<file path="config.mk">
export PLATFORM = sky130hd
export DESIGN_NAME = tanhs_div
export DESIGN_NICKNAME = d
export VERILOG_FILES = /design/src/sv/tanhshrink_activation_assert.svh /design/src/sv/tanhs_pkg.sv /design/src/sv/tanhs_div.sv
export SDC_FILE = /design/constraint.sdc
export NUM_CORES = 2
export LEC_CHECK = 0
export ABC_AREA = 0
export BUFFER_PORTS_ARGS = -buffer_cell sky130_fd_sc_hd__buf_2
export CORE_MARGIN = 4
export CORE_UTILIZATION = 54
export DETAILED_ROUTE_END_ITERATION = 7
export GPL_ROUTABILITY_DRIVEN = 1
export GPL_TIMING_DRIVEN = 0
export PLACE_DENSITY = 0.7
export SETUP_SLACK_MARGIN = 0.5
export SLEW_MARGIN = 30
export SYNTH_ARGS = -nofsm -noshare
export SYNTH_HDL_FRONTEND = slang
export SYNTH_SLANG_ARGS = --single-unit
export TNS_END_PERCENT = 20
</file>
<file path="constraint.sdc">
create_clock -name clk -period 9.23 [get_ports clk]
set_input_delay 0 -clock clk [delete_from_list [all_inputs] [get_ports clk]]
set_output_delay 0 -clock clk [all_outputs]
set_load 0.03 [all_outputs]
</file>
<file path="src/sv/tanhshrink_activation_assert.svh">
// Assertion macros used by the tanhshrink top level.
`ifndef TANHSHRINK_ACTIVATION_ASSERT_SVH
`define TANHSHRINK_ACTIVATION_ASSERT_SVH

// same-cycle implication, clocked on clk, quiet during reset
`define TSA_ASSERT_NOW(name, ante, cons, msg) \
	name: assert property (@(posedge clk) disable iff (!arst_n) (ante) |-> (cons)) \
		else $error(msg);

// next-cycle implication, clocked on clk, quiet during reset
`define TSA_ASSERT_NEXT(name, ante, cons, msg) \
	name: assert property (@(posedge clk) disable iff (!arst_n) (ante) |=> (cons)) \
		else $error(msg);

`endif

</file>
<file path="src/sv/tanhs_pkg.sv">
// Shared types and constants for the tanhshrink pipeline.
`timescale 1ns / 1ps

package tanhs_pkg;

	localparam int DATA_WIDTH_DEF = 16;
	localparam int FRAC_BITS_DEF  = 12;

	// exp(-2a) datapath, Q1.30
	localparam int Q_FRAC = 30;
	localparam int W_BITS = 27;   // 2a/256 in Q30, a < 16
	localparam int T_BITS = 31;   // holds 1.0 in Q30
	localparam logic [T_BITS-1:0] Q30_ONE = T_BITS'(1) << Q_FRAC;

	// exact floor division of a W_BITS value by 3 and by 5
	localparam int RCP_BITS = 28;
	localparam logic [RCP_BITS-1:0] RCP3 = 28'd178956971;
	localparam int RCP3_SHIFT = 29;
	localparam logic [RCP_BITS-1:0] RCP5 = 28'd214748365;
	localparam int RCP5_SHIFT = 30;

	typedef struct packed {
		logic valid;
		logic last;
		logic neg;
		logic big;
	} side_t;

endpackage

</file>
<file path="src/sv/tanhs_div.sv">
// tanh = (1 - e) / (1 + e), rounded half up: restoring divider, one quotient bit per stage.
`timescale 1ns / 1ps

module tanhs_div #(
	parameter int DATA_WIDTH = tanhs_pkg::DATA_WIDTH_DEF,
	parameter int FRAC_BITS  = tanhs_pkg::FRAC_BITS_DEF
) (
	input  logic                          clk,
	input  logic                          arst_n,
	input  logic                          en,
	input  tanhs_pkg::side_t              side_in,
	input  logic [DATA_WIDTH-1:0]         mag_in,
	input  logic [tanhs_pkg::T_BITS-1:0]  e_in,
	output tanhs_pkg::side_t              side_out,
	output logic [DATA_WIDTH-1:0]         mag_out,
	output logic [FRAC_BITS:0]            q_out
);

	localparam int QB = FRAC_BITS + 1;
	localparam int NS = QB + 1;
	localparam int DB = tanhs_pkg::T_BITS + 2;
	localparam int RW = FRAC_BITS + DB;
	localparam logic [tanhs_pkg::T_BITS-1:0] ONE = tanhs_pkg::Q30_ONE;

	tanhs_pkg::side_t      side_s [1:NS];
	logic [DATA_WIDTH-1:0] mag_s  [1:NS];
	logic [RW-1:0]         r_s    [1:QB];
	logic [DB-1:0]         d_s    [1:QB];
	logic [QB-1:0]         q_s    [1:NS];

	always_ff @(posedge clk or negedge arst_n) begin
		if (!arst_n) begin
			for (int i = 1; i <= NS; i++) begin
				side_s[i] <= '0;
			end
		end else if (en) begin
			side_s[1] <= side_in;
			for (int i = 2; i <= NS; i++) begin
				side_s[i] <= side_s[i-1];
			end
		end
	end

	// setup: dividend 2*num*2^FRAC_BITS + den, divisor 2*den
	always_ff @(posedge clk) begin
		if (en) begin
			mag_s[1] <= mag_in;
			for (int i = 2; i <= NS; i++) begin
				mag_s[i] <= mag_s[i-1];
			end
			r_s[1] <= (RW'(ONE - e_in) << (FRAC_BITS + 1)) + RW'(ONE) + RW'(e_in);
			d_s[1] <= (DB'(ONE) + DB'(e_in)) << 1;
			q_s[1] <= '0;
		end
	end

	for (genvar k = 2; k <= NS; k++) begin : g_step
		localparam int BIT = NS - k;
		logic [RW:0] diff;
		logic        take;

		assign diff = {1'b0, r_s[k-1]} - {1'b0, (RW'(d_s[k-1]) << BIT)};
		assign take = !diff[RW];

		always_ff @(posedge clk) begin
			if (en) begin
				q_s[k] <= q_s[k-1] | (take ? (QB'(1) << BIT) : QB'(0));
			end
		end

		if (k <= QB) begin : g_rem
			always_ff @(posedge clk) begin
				if (en) begin
					r_s[k] <= take ? diff[RW-1:0] : r_s[k-1];
					d_s[k] <= d_s[k-1];
				end
			end
		end
	end

	assign side_out = side_s[NS];
	assign mag_out  = mag_s[NS];
	assign q_out    = q_s[NS];

endmodule

</file>
==> results.ini <==
[outcome]
status=complete, no violations

[detailed_routing]
wl_met1_um=49500
routedWlPerCell_um=17.2
wirelength_um=136000
dr.pass1.iters=6
met2_length_um=75000
dr.max_layer_used=met4
routed_via_density=5.53
wl_met3_um=3810
drtAntennaViolNets=0
first_iter_violations=2216
vias=43800
route.detailed.drc=0

[die]
die_w_um=362
start_util_pct=54.5
row_count=129
top_level_ports=87
core_region_area_um2=124000
die_h_um=362
die-area_um2=131000

[timing]
setup_tns_ns=0
worstMarginPinSlew_ns=1.04
layout_min_cycle_time_ns=5.24
report.final.setup_viol=0
fin_crit_sh_pct=56.8
fin_skew_ns=0.0197
drv_slew=0
slew_headroom_pct=29.6
timing.final.hold_violations=0
rsz0062_at_grt=false
timing.fmax_mhz=191

[clock_tree]
cts_resized=0
ctsHtreeMaxLevel=4
cts_buffers=141
cts_root_buffer=clkbuf_16
cts.clk_slew.worst_paths_ns=0.06
hold_buffers=86
cts_tree=built
cts_setup_buffers=0
clock_path_buffers=3
numClockSinks=1269
clk_latency_ns=0.76

[worst_setup_path]
critPathKind=reg2reg
cp_slowest_stage_delay_ns=0.68
reg2reg_from=r_s[0][234]
reg2reg_setup_slack_ns=3.99
path_cells=inv_1, ha_1, fa_1, nor2b_1, o31a_1, o31ai_1, nor3b_1, o21ai_0, a41oi_1, o211ai_1, clkbuf_1, clkbuf_1, a21oi_1
timing.rr.end=r_s[0][281]
cp-startpoint=r_s[0][234]
required_ns=9.69
r2r_cells=13
arrival_ns=5.70
crit_fanout=10
endpoint_kind=flop
startpoint_type=flop
cpMaxStageDelayCell=clkbuf_1
cpMostUsedCell=clkbuf_1

[synth]
avgSynthCellArea_um2=11.5
netlist-cell-type-count=91
syn_area_um2=67600
synth_seq_cells=1269
yosysSeqAreaShare_pct=56.0
async_flop_share_pct=4.41
synth_enable_flop_cells=1213
syn_nets=6372
netlist_instances=5853
ys.flop_type=edfxtp_1
yosys_warnings=0

[placement]
io_buffers=86
globalplace.congestion=0.930
dp_hpwl_um=104000
placed_cells=7586

[grt]
antenna_found_initial=0
grt_max_degree=138
grt_pass1_wl_um=222000
track_usage_pct=21.0
first_global_vias=45000
overflow=0

[job]
maxCapViolCount=0

[min_path]
whs_endpoint=r_s[0][45]
hp-start=e_in[0]
hp-class=in2reg
holdPathStages=2

[final_layout]
num_antenna_cells=0
fillers=9835
multi_input_area_um2=26900
fin_cells=7925
regArea_um2=37800
drive_gt1_share_pct=8.05
nNetsFinal=6697
areaGrowthSynthToFinish_pct=12.1

[pwr]
total_power_uw=22900
power_density_nw_per_um2=302
power_leakage_uw=0.0306
vdd_drop_max_uv=220

[critical path: cells and delay by family, from the launching register on]
family / cells / cell delay (ns)
AND/OR/NAND/NOR: 2 / 0.37
adder cells (fa/ha/maj): 2 / 0.64
flip-flops: 1 / 0.43
AO/OA/AOI/OAI: 6 / 2.04
buffers and inverters: 3 / 1.45
[cell type report]
class,instances,share of cell area (%)
repair buffers,182,2.11
well taps,1637,2.70
plain buffers,178,1.08
flip-flops and latches,1269,50.0
multi-input cells,3871,35.6
clock inverters,85,1.09
clock buffers,168,4.83
inverters,535,2.65
[state kept, by name, indices dropped and copies added (netlist names)]
signal    flops
r_s         585
d_s         313
mag_s       224
q_s          91
side_s       52
side_out      4
[layer usage]
layer,track usage (%),vias up
li1,-,22100
met1,20.6,20500
met2,41.6,842
met3,2.91,386
met4,12.2,0
met5,0,-
[worst max path at each step]
stage	slack, ns	depth (start not counted)	to
6_report	3.99	13	r_s[0][281]
4_1_cts	3.88	14	r_s[0][309]
2_1_floorplan	5.27	16	r_s[0][78]
3_3_place_gp	-10.27	4	side_s[51]
3_5_place_dp	3.91	14	r_s[0][309]
5_1_grt	3.77	13	r_s[0][282]
[logic make-up (layout without fill, tap and decap cells)]
group	after synthesis	in the layout	synth area share [%]
AO/OA/AOI/OAI	1551	1551	14.5
AND/OR/NAND/NOR	1320	1320	9.26
flip-flops	1269	1269	56.0
buffers and inverters	713	1148	4.18
adder cells (fa/ha/maj)	465	465	8.75
XOR/XNOR	419	419	5.43
multiplexers	116	116	1.92
[metrics by stage]
stage	setup WS [ns]	area, um2	hold slack, ns	util (%)
finish	3.99	75700	0.0688	61.1
global route	3.77	75700	0.0508	61.1
CTS	3.88	75700	0.00183	61.1
detailed placement	3.91	70400	0.0911	56.8
global placement	-10.27	70100	0.176	56.5
floorplan	5.27	67600	-0.296	-
[cells in the final DEF (no fill, tap or decap), types with 55 or more instances in the layout]
| master | synthesis | routed |
|---|---|---|
| mux2_2 | 108 | 108 |
| edfxtp_1 | 1213 | 1213 |
| dfrtp_1 | 56 | 56 |
| o21a_1 | 55 | 55 |
| nor3_1 | 85 | 85 |
| clkbuf_16 | 0 | 142 |
| ha_1 | 452 | 452 |
| xnor2_1 | 237 | 237 |
| dlygate4sd3_1 | 0 | 85 |
| a21o_1 | 250 | 250 |
| nand3_1 | 85 | 85 |
| buf_2 | 10 | 94 |
| nor2b_1 | 61 | 61 |
| o21ai_0 | 373 | 373 |
| nand2b_1 | 75 | 75 |
| nor2_1 | 348 | 348 |
| xor2_1 | 182 | 182 |
| inv_1 | 534 | 534 |
| nand2_1 | 414 | 414 |
| a21oi_1 | 475 | 475 |
| clkbuf_1 | 115 | 140 |
[synth_stat cells, types with 37 or more instances]
cell type / n / area share (%)
nor2b_1: 61 / 0.56
mux2_2: 108 / 1.8
nand2_1: 414 / 2.3
nor2_1: 348 / 1.9
nand4_1: 54 / 0.50
xor2_1: 182 / 2.4
a21o_1: 250 / 2.8
ha_1: 452 / 8.4
o21ai_0: 373 / 2.8
nand2b_1: 75 / 0.69
nor3_1: 85 / 0.63
a31oi_1: 42 / 0.39
edfxtp_1: 1213 / 54
a21oi_1: 475 / 3.5
o21bai_1: 49 / 0.54
clkbuf_1: 115 / 0.64
nand3_1: 85 / 0.63
inv_1: 534 / 3.0
o21a_1: 55 / 0.61
xnor2_1: 237 / 3.1
and3_1: 41 / 0.38
a211oi_1: 43 / 0.48
dfrtp_1: 56 / 2.1
buf_4: 37 / 0.41
[report_power, final]
part           internal (uW)  total, uW  switching [uW]
logic                   3750       8690            4940
registers               8110       8790             682
clock network           3160       5370            2210
total                  15000      22900            7840
(Power assumes the default switching activity.)
